### config.mk
export PLATFORM = sky130hd
export DESIGN_NAME = fcb_front
export DESIGN_NICKNAME = d
export VERILOG_FILES = /design/src/design/fcb_pkg.sv /design/src/design/fcb_front.sv
export SDC_FILE = /design/constraint.sdc
export NUM_CORES = 1
export LEC_CHECK = 0
export ABC_AREA = 1
export ABC_CLOCK_PERIOD_IN_PS = 2900
export BUFFER_PORTS_ARGS = -buffer_cell sky130_fd_sc_hd__buf_4
export CAP_MARGIN = 10
export CORE_UTILIZATION = 52
export CTS_BUF_LIST = sky130_fd_sc_hd__clkbuf_16
export DETAILED_ROUTE_END_ITERATION = 7
export GPL_ROUTABILITY_DRIVEN = 0
export GPL_TIMING_DRIVEN = 0
export PLACE_DENSITY = 0.83
export SYNTH_ARGS = -nofsm -noshare
export SYNTH_HDL_FRONTEND = slang
export SYNTH_SLANG_ARGS = --single-unit
### constraint.sdc
create_clock -name clk -period 2.9 [get_ports clk]
set_input_delay 0 -clock clk [delete_from_list [all_inputs] [get_ports clk]]
set_output_delay 0 -clock clk [all_outputs]
set_load 0.005 [all_outputs]
### src/design/fcb_pkg.sv
`default_nettype none
package fcb_pkg;
  localparam int unsigned DebounceReset = 500000;
  localparam logic [4:0]  Io1PageHi     = 5'd30;

  typedef enum logic [1:0] {
    REQ_BUS  = 2'd0,
    REQ_ROM  = 2'd1,
    REQ_KERN = 2'd2,
    REQ_NONE = 2'd3
  } req_t;

  typedef enum logic [0:0] {
    CFG_HAS_KERNAL = 1'b0,
    CFG_DEBOUNCE   = 1'b1
  } cfg_idx_t;

  // classified item handed from front to back
  typedef struct packed {
    req_t        req;
    logic        cpu_write;
    logic        roml_sel;
    logic        romh_sel;
    logic        io1_sel;
    logic        kernal_sel;
    logic [15:0] addr;
    logic [7:0]  data;
    logic        freeze_button;
  } item_t;
endpackage
`default_nettype wire

### src/design/fcb_front.sv
`default_nettype none
module fcb_front
  import fcb_pkg::*;
#(
  parameter int Depth = 2
) (
  input  wire         clk,
  input  wire         rst,
  input  wire         in_valid,
  output logic        in_ready,
  input  wire item_t  in_item,
  output logic        q_valid,
  input  wire         q_ready,
  output item_t       q_item
);
  localparam int Aw = (Depth > 1) ? $clog2(Depth) : 1;

  item_t          fifo [Depth];
  logic [Aw-1:0]  wp, rp;
  logic [Aw:0]    cnt;
  logic           push, pop;

  assign in_ready = (cnt != Aw'(0) + (Aw+1)'(Depth));
  assign q_valid  = (cnt != '0);
  assign q_item   = fifo[rp];
  assign push     = in_valid && in_ready;
  assign pop      = q_valid && q_ready;

  // small item queue
  always_ff @(posedge clk) begin
    if (push) fifo[wp] <= in_item;
    if (rst) begin
      wp <= '0; rp <= '0; cnt <= '0;
    end else begin
      if (push) wp <= (wp == Aw'(Depth - 1)) ? '0 : wp + 1'b1;
      if (pop)  rp <= (rp == Aw'(Depth - 1)) ? '0 : rp + 1'b1;
      cnt <= cnt + (Aw+1)'(push) - (Aw+1)'(pop);
    end
  end
endmodule
`default_nettype wire

==> results of run 1 <==
-- cells by family (layout without fill, tap and decap cells) --
family	Yosys count	count (layout)
flops	69	69
mux	32	32
simple gates	19	19
buf+inv	12	129
compound gates	2	2
fa+ha+maj	1	1
xor+xnor	1	1
-- critical path, delay by kind of cell (launching register included) --
family	cells	cell delay, ns
DFF	1	0.36
and+or+nand+nor	3	0.99
buffers and inverters	1	0.06
-- layer usage --
metal | global-route usage, % | up-vias | routed length, um
met5 | 0 | - | 0
met4 | 11.5 | 0 | 122
met3 | 4.47 | 12 | 203
met2 | 33.4 | 48 | 2670
met1 | 21.4 | 737 | 2010
li1 | - | 734 | -
-- registers in the layout, indices dropped and copies added, names as in the netlist, named ones only --
signal	count
rp	1
wp	1
fifo	64
cnt	2
-- cell type report --
type	count	share of cell area, %
buffer	4	1.82
clock buffer	9	5.76
clock inverter	6	0.608
inverter	8	0.768
multi-input combinational	55	15.5
sequential	69	51.7
tap	67	2.14
timing repair buffer	102	21.7
-- per-stage QoR --
| step | hold WS (ns) | area (um^2) | setup WS, ns | power (W) |
|---|---|---|---|---|
| floorplan | 0.0712 | 2720 | 0.566 | 0.00187 |
| global placement | 0.174 | 3320 | -0.0303 | 0.00219 |
| detailed placement | 0.188 | 3330 | 1.10 | 0.00225 |
| CTS | 0.0383 | 3910 | 1.09 | 0.00319 |
| global route | 0.0625 | 3910 | 1.01 | 0.00329 |
| finish | 0.0376 | 3910 | 1.09 | 0.00317 |
-- where the power goes --
group / total, W / switching, W / internal [W]
registers: 0.00133 / 0.0000548 / 0.00127
logic: 0.000938 / 0.000390 / 0.000548
clock network: 0.000904 / 0.000349 / 0.000555
total: 0.00317 / 0.000794 / 0.00237
-- cells in the final DEF (no fill, tap or decap), types with 2 or more instances in the layout --
master,netlist,routed
nor2_4,1,3
buf_12,3,3
nand2_1,6,6
inv_1,8,10
dfxtp_1,5,5
dlygate4sd3_1,0,33
clkbuf_16,0,9
nor2_1,7,6
mux2_4,30,30
a21oi_1,2,2
edfxtp_1,64,64
clkinv_1,0,3
nand2_2,2,2
buf_4,0,69
mux2_2,2,2
-- worst max path at each step --
| stage | start | endpoint | depth (start not counted) |
|---|---|---|---|
| detailed placement | cnt[0] | fifo[1][7] | 4 |
| finish | cnt[0] | fifo[1][9] | 4 |
| CTS | cnt[0] | fifo[1][6] | 4 |
| floorplan | cnt[0] | fifo[0][0] | 4 |
| global placement | cnt[0] | fifo[0][4] | 4 |
| global route | cnt[0] | fifo[1][1] | 4 |
==> out/metrics.yaml, run 1 <==
status: "completed"
grt_util_all_layers_pct: 19.2
synth_xor_area_share_pct: 0.322
nets: 286
die_h_um: 74.3
dr.pass1.iters: 4
clkTransAtPathRegs_ns: 0.05
first_global_vias: 1561
hp-start: "in_valid"
overflow: 0
final_core_utilization_pct: 80.1
ios: 70
die_w_um: 74.3
multiInputGateArea_um2: 606
fin_crit_ns: 1.81
reg2reg_depth: 4
synth.most_common_cell: "edfxtp_1"
r2r_start: "cnt[0]"
criticalPathCategory: "reg2reg"
cts_buffer_depth: 2
fin_worst_skew_ns: 0.00439
cts_resized: 0
drtAntennaViolNets: 0
routedWlPerCell_um: 15.6
hpwl_mm: 3.11
synth-adder-area-share_pct: 0.461
max_cap_violations: 0
relSlewSlack_pct: 35.0
antenna_found_initial: 0
cp_data_required_time_ns: 2.84
drv_slew: 0
slowest_delay_ns: 0.77
crit_path_start_kind: "flip-flop"
synth_top_area_share_pct: 70.8
rows: 25
synth_top_family_by_area: "multiplexers"
hold_path_depth: 3
hold_class: "in2reg"
final_cell_count_no_fill: 320
arrival_ns: 1.75
synth_compound_area_share_pct: 0.368
ys_ff_latch: 69
portBuffers: 69
critPathSlowestCell: "nor2_4"
synth_ff_type: "edfxtp_1"
core_mm2: 0.00488
sequential_cell_area_mm2: 0.00202
cts-buffers-inserted: 9
synth_top_cell_by_area: "edfxtp_1"
cts-htree-levels: 3
synth_seq_area_share_pct: 74.4
drc_errors: 0
tns_ns: 0
worstPathCellList: "inv_1 > nand2_2 > nand2_2 > nor2_4"
regToRegSetupSlack_ns: 1.09
grt_max_degree: 34
rr_endpoint: "fifo[1][9]"
cp_common_cell: "nand2_2"
cts_setup_buffers: 0
cts_root_buffer: "clkbuf_16"
design.die.area_mm2: 0.00552
cts_hold_buf: 33
wl_mm: 5.00
dr.first_iter.drc_count: 72
rsz0062_at_grt: "false"
synthArstFlopShare_pct: 0
setup_viol: 0
min_to: "wp"
yosys-top-cells-area: "edfxtp_1, mux2_4, dfxtp_1, buf_12, inv_1"
syn-num-nets: 173
antennaDiodeCount: 0
via_per_inst: 4.78
synth-simple-area-share_pct: 3.27
tritoncts: "yes"
cts_sinks: 69
critPathMaxFanout: 33
avgSynthCellArea_um2: 20.0
yosys.cell_types.count: 17
worstSetupEndpointType: "flip-flop"
fmax_mhz: 553
ys.warnings.count: 0
synth_top_cells_by_count: "edfxtp_1, mux2_4, inv_1"
period_share_pct: 62.3
start_util_pct: 55.7
power_density_mw_per_mm2: 810
synth-edff-count: 64
area_delta_synth_final_pct: 43.9
nFillCells: 281
syn_area_mm2: 0.00272
worstMarginPinSlew_ns: 0.973
clock_latency_ns: 0.32
postSynthCellCount: 136
ir_drop_uv: 638
grt_pass1_wl_mm: 7.33
dp.cells: 272
hold_violations: 0
vias: 1531
synthMuxAreaShare_pct: 17.4
drive_gt1_share_pct: 47.4
p_leak_nw: 1.58
Note: power is estimated with default switching activity, not from simulation.
==> run 2: changes to the inputs <==
--- a/config.mk
+++ b/config.mk
@@ -6,7 +6,7 @@
 export NUM_CORES = 1
 export LEC_CHECK = 0
 export ABC_AREA = 1
-export ABC_CLOCK_PERIOD_IN_PS = 2900
+export ABC_CLOCK_PERIOD_IN_PS = 1750
 export BUFFER_PORTS_ARGS = -buffer_cell sky130_fd_sc_hd__buf_4
 export CAP_MARGIN = 10
 export CORE_UTILIZATION = 52
==> constraint.sdc (replaced) <==
create_clock -name clk -period 1.75 [get_ports clk]
set_input_delay 0 -clock clk [delete_from_list [all_inputs] [get_ports clk]]
set_output_delay 0 -clock clk [all_outputs]
set_load 0.005 [all_outputs]
==> run 2 against run 1 <==
Compared with the run above: design area increased by 2.2%; combinational power grew 72%; hold slack lost 0.022 ns; critical path type unchanged; largest cell class unchanged; largest power group unchanged.
==> out/metrics.yaml, run 2 (synthesis results as in run 1) <==
rsz0062_at_grt: "false"
worstMarginPinSlew_ns: 0.537  # -0.436 ns
antenna_found_initial: 0  # unchanged
die_w_um: 74.3  # unchanged
drtAntennaViolNets: 0  # unchanged
pwr-share-comb_pct: 28.5  # -1.1 points
fin_worst_skew_ns: 0.00320  # -0.00119 ns
mostFrequentLayoutCells: "buf_4, edfxtp_1, dlygate4sd3_1"
area_delta_synth_final_pct: 47.2
sequential_cell_area_mm2: 0.00202  # about the same
ios: 70  # unchanged
tritoncts: "yes"
nFillCells: 266  # -5.3%
status: "completed"
worst-path-buf-inv: 1  # unchanged
cts-htree-levels: 3  # unchanged
drive_gt1_share_pct: 49.6  # +2.2 points
p_sw_share_pct: 25.0  # -0.11 points
fin_area_mm2: 0.00400  # +2.2%
criticalPathCategory: "reg2reg"
antennaDiodeCount: 0  # unchanged
final_common_cell: "buf_4"
wl_mm: 5.68  # +14%
grt_util_all_layers_pct: 21.2  # +2.0 points
via_per_inst: 4.95  # +3.5%
overflow: 0  # unchanged
drc_errors: 0  # unchanged
path_delay_family: "simple AND/OR/NAND/NOR gates"
reg.largest.list: "fifo (64), cnt (2)"
grt_pass1_wl_mm: 8.03  # +9.6%
clock_latency_ns: 0.32  # about the same
core_mm2: 0.00488  # unchanged
clock_power_share_pct: 32.5  # +4.0 points
drv_slew: 0  # unchanged
cp_data_required_time_ns: 1.95  # -0.89 ns
final.setup.worst_slack_ns: 0.107  # -0.985 ns
final_cell_count_no_fill: 323  # +0.94%
hold_violations: 0  # unchanged
routedWlPerCell_um: 17.6  # +13%
relSlewSlack_pct: 64.1  # +29 points
dp.cells: 272  # unchanged
hpwl_mm: 3.30  # +5.9%
ir_drop_uv: 1280  # +100%
slowest_delay_ns: 0.34  # -0.43 ns
placed_cell_area_mm2: 0.00333  # unchanged
period_share_pct: 93.9  # +32 points
worstSetupEndpointType: "flip-flop"
max_cap_violations: 0  # unchanged
cts_setup_buffers: 0  # unchanged
setup_viol: 0  # unchanged
worstPathCellList: "nor2_1 > nor2_4 > xnor2_1 > ha_1 > inv_1 > nand2_1 > nand2_1 > a21oi_1 > nor2_1"
dr.first_iter.drc_count: 82  # +14%
hold_class: "in2reg"
portBuffers: 69  # unchanged
cts_root_buffer: "clkbuf_16"
dr.pass1.iters: 4  # unchanged
power_density_mw_per_mm2: 1420  # +75%
p_switching_w: 0.00141  # +78%
rows: 25  # unchanged
post-place-ws_ns: -0.0315  # -1.13 ns
pwr-share-seq_pct: 39.0  # -2.9 points
grt_max_degree: 34  # unchanged
largest_reg_flops: 64  # unchanged
p_leak_nw: 1.62  # +2.4%
cts-buffers-inserted: 9  # unchanged
top_register: "fifo"
vias: 1600  # +4.5%
cts_buffer_depth: 2  # unchanged
fmax_mhz: 609  # +10%
arrival_ns: 1.84  # +0.09 ns
first_global_vias: 1678  # +7.5%
design.die.area_mm2: 0.00552  # unchanged
critPathMaxFanout: 5  # -85%
start_util_pct: 55.7  # unchanged
clkTransAtPathRegs_ns: 0.05  # about the same
fin_crit_ns: 1.64  # -0.165 ns
intPower_w: 0.00425  # +79%
die_h_um: 74.3  # unchanged
critPathSlowestCell: "dfxtp_1"
cts_sinks: 69  # unchanged
nets: 288  # +0.70%
multiInputGateArea_um2: 633  # +4.5%
crit_path_start_kind: "flip-flop"
## run 2: cell types whose count changed in the layout (fill, tap and decap cells not counted)
cell | previous run | this run
bufinv_16 | 0 | 2
clkinv_1 | 3 | 0
clkinv_2 | 1 | 3
dfxtp_1 | 5 | 4
dfxtp_2 | 0 | 1
nand2_2 | 2 | 1
nand2_4 | 0 | 1
nor2_4 | 3 | 5
## run 2: layout make-up
class                   count  share of cell area, %
flip-flops and latches     69                   50.6
clock buffers               9                   5.63
repair buffers            102                   21.2
multi-input cells          57                   15.8
plain buffers               4                   1.78
clock inverters             7                   2.07
well taps                  67                   2.10
inverters                   8                  0.751
## run 2: repair_timing
item                       CTS  global route
resized for setup            2             2
setup endpoints to repair   64            64
gates cloned                 0             2
pin swaps                    0             2
hold endpoints to repair    67             0
hold buffers                33             0
## run 2: worst paths after layout
kind | start | endpoint | slack, ns | cells after the start
setup reg to reg | cnt[1] | cnt[1] | 0.11 | 9
hold / removal | in_valid | wp | 0.02 | 3
setup / recovery | cnt[1] | cnt[1] | 0.11 | 9
hold reg to reg | rp | rp | 0.54 | 2
## run 2: worst register-to-register path: stages, from the launching register on
cell and delay, ns:
dfxtp_1 0.34, nor2_1 0.26, nor2_4 0.09, xnor2_1 0.16
ha_1 0.19, inv_1 0.05, nand2_1 0.07, nand2_1 0.10
a21oi_1 0.19, nor2_1 0.08
## run 2: layer usage
layer	part of all wire (%)	track usage (%)	vias to the layer above
met4	1.9	10.9	0
met2	57	40.0	62
met1	37	21.7	785
li1	-	-	741
met5	0	0	-
met3	3.9	4.88	12
## run 2: through the flow
stage	total power (W)	setup TNS [ns]	hold slack, ns	utilization, %
final	0.00566	0	0.0161	81.9
after global routing	0.00587	0	0.0785	81.9
after CTS	0.00565	0	0.00598	81.5
after detailed placement	0.00372	-1.29	0.185	68.3
after global placement	0.00364	0	0.174	68.3
after floorplan	0.00311	0	0.0712	-
## run 2: power groups by stage
stage          sequential, W  clock [W]  combinational (W)
3_5_place_dp         0.00223          0            0.00150
5_1_grt              0.00223    0.00194            0.00170
4_1_cts              0.00221    0.00187            0.00158
2_1_floorplan        0.00219          0           0.000915
3_3_place_gp         0.00220          0            0.00144
6_report             0.00221    0.00184            0.00161
==> run 3: changes to the inputs <==
--- a/config.mk
+++ b/config.mk
@@ -8,13 +8,14 @@
 export ABC_AREA = 1
 export ABC_CLOCK_PERIOD_IN_PS = 1750
 export BUFFER_PORTS_ARGS = -buffer_cell sky130_fd_sc_hd__buf_4
-export CAP_MARGIN = 10
+export CAP_MARGIN = 25
 export CORE_UTILIZATION = 52
 export CTS_BUF_LIST = sky130_fd_sc_hd__clkbuf_16
 export DETAILED_ROUTE_END_ITERATION = 7
 export GPL_ROUTABILITY_DRIVEN = 0
-export GPL_TIMING_DRIVEN = 0
+export GPL_TIMING_DRIVEN = 1
 export PLACE_DENSITY = 0.83
+export SKIP_LAST_GASP = 1
 export SYNTH_ARGS = -nofsm -noshare
 export SYNTH_HDL_FRONTEND = slang
 export SYNTH_SLANG_ARGS = --single-unit
==> run 3 against run 2 <==
Compared with the run above: utilization down 1.9 points; first-iteration DRC count shrank 16%; sequential power about the same; register-to-register slack is essentially flat; clock power fell by 18%; combinational power is 6% lower; largest power group unchanged; critical path depth rose by 1; design area down 2.4%; critical endpoint unchanged; count of clock-buffer cells in the layout did not move; largest cell class unchanged; hold slack better by 0.13 ns; sequential share of layout area grew 1.2 points.
==> out/metrics.yaml, run 3 (synthesis results as in run 1) <==
status: "completed"
p_leak_nw: 1.58  # -2.0%
rows: 25  # unchanged
fin_worst_skew_ns: 0.00562  # +0.00242 ns
wl_mm: 5.25  # -7.5%
worstMarginPinSlew_ns: 0.333  # -0.204 ns
multiInputGateArea_um2: 606  # -4.3%
rsz0062_at_grt: "false"
period_share_pct: 93.1  # -0.77 points
arrival_ns: 1.84  # about the same
core_mm2: 0.00488  # unchanged
slowest_delay_ns: 0.35  # about the same
cts_resized: 0  # -2
max_cap_violations: 0  # unchanged
hold_violations: 0  # unchanged
worst-path-buf-inv: 1  # unchanged
setup_viol: 0  # unchanged
drtAntennaViolNets: 0  # unchanged
ir_drop_uv: 843  # -34%
fmax_mhz: 614  # +0.83%
hold_class: "in2reg"
grt_max_degree: 33  # -2.9%
regToRegSetupSlack_ns: 0.12  # about the same
top_register: "fifo"
drc_errors: 0  # unchanged
tns_ns: 0  # unchanged
portBuffers: 69  # unchanged
via_per_inst: 4.86  # -1.9%
drive_gt1_share_pct: 47.3  # -2.3 points
grt_pass1_wl_mm: 7.76  # -3.3%
area_delta_synth_final_pct: 43.7
antennaDiodeCount: 0  # unchanged
nets: 288  # unchanged
reg2reg_depth: 10  # +1
hpwl_mm: 3.25  # -1.5%
criticalPathCategory: "reg2reg"
final_common_cell: "buf_4"
cts-buffers-inserted: 9  # unchanged
tritoncts: "yes"
critPathSlowestCell: "dfxtp_1"
nFillCells: 273  # +2.6%
r2r_start: "cnt[1]"
routedWlPerCell_um: 16.3  # -7.5%
cts_hold_buf: 34  # +3.0%
crit_path_start_kind: "flip-flop"
final_cell_count_no_fill: 323  # unchanged
antenna_found_initial: 0  # unchanged
cts_sinks: 69  # unchanged
overflow: 0  # unchanged
cts-htree-levels: 3  # unchanged
cts_buffer_depth: 2  # unchanged
critPathMaxFanout: 5  # unchanged
die_w_um: 74.3  # unchanged
hp-start: "q_ready"
start_util_pct: 55.7  # unchanged
clock_latency_ns: 0.32  # about the same
cts_setup_buffers: 0  # unchanged
dr.pass1.iters: 4  # unchanged
dr.first_iter.drc_count: 69  # -16%
dp.cells: 273  # +0.37%
design.die.area_mm2: 0.00552  # unchanged
final_core_utilization_pct: 80.0  # -1.9 points
fin_crit_ns: 1.63  # -0.0135 ns
ios: 70  # unchanged
reg.largest.list: "fifo (64), cnt (2)"
worstPathCellList: "nor2_1 > nor2_4 > xnor2_1 > ha_1 > inv_1 > nand2_1 > nand2_1 > nand3_1 > nand2_1 > nor2_1"
hold_path_depth: 5  # +2
whs_ns: 0.149  # +0.133 ns
power.total_w: 0.00522  # -7.9%
cp_common_cell: "nand2_1"
worstSetupEndpointType: "flip-flop"
sequential_cell_area_mm2: 0.00202  # unchanged
grt_util_all_layers_pct: 20.7  # -0.45 points
largest_reg_flops: 64  # unchanged
relSlewSlack_pct: 77.8  # +14 points
die_h_um: 74.3  # unchanged
drv_slew: 0  # unchanged
path_delay_family: "simple AND/OR/NAND/NOR gates"
cp.depth: 10  # +1
clkTransAtPathRegs_ns: 0.05  # about the same
cp-startpoint: "cnt[1]"
cp_data_required_time_ns: 1.96  # about the same
mostFrequentLayoutCells: "buf_4, edfxtp_1, dlygate4sd3_1"
first_global_vias: 1664  # -0.83%
vias: 1570  # -1.9%
power_density_mw_per_mm2: 1340  # -5.7%
cts_root_buffer: "clkbuf_16"
-- run 3: layer usage --
layer | vias up | GRT usage (%) | part of all wire [%]
met5 | - | 0 | 0
met4 | 0 | 11.7 | 1.5
met3 | 8 | 6.37 | 4.6
met2 | 55 | 36.4 | 54
met1 | 766 | 22.2 | 40
li1 | 741 | - | -
-- run 3: final cells by class --
cell class	count	area share (%)
clock buffers	9	5.77
clock inverters	7	0.673
inverters	8	0.769
multi-input cells	55	15.5
flip-flops and latches	69	51.8
well taps	67	2.15
repair buffers	108	23.3
-- run 3: worst paths after layout --
kind / end
worst max-delay path: cnt[1]
worst min-delay path: flip-flop
worst max register to register: cnt[1]
worst min register to register: flip-flop
-- run 3: report_power, final --
| part | leakage (nW) | switching (W) | internal (W) |
|---|---|---|---|
| sequential | 0.640 | 0.0000897 | 0.00210 |
| clock | 0.133 | 0.000580 | 0.000920 |
| combinational | 0.811 | 0.000655 | 0.000869 |
| total | 1.58 | 0.00132 | 0.00389 |
-- run 3: tightest hold or removal path, cell delays in order --
cell    delay, ns
buf_4        0.10
inv_1        0.09
nor2_4       0.06
nor2_1       0.11
nor2_1       0.06
-- run 3: metrics by stage --
stage	area, um^2	setup slack [ns]
2_1_floorplan	2730	0.268
3_3_place_gp	3310	0.409
3_5_place_dp	3310	0.200
4_1_cts	3900	0.186
5_1_grt	3900	0.0223
6_report	3900	0.121
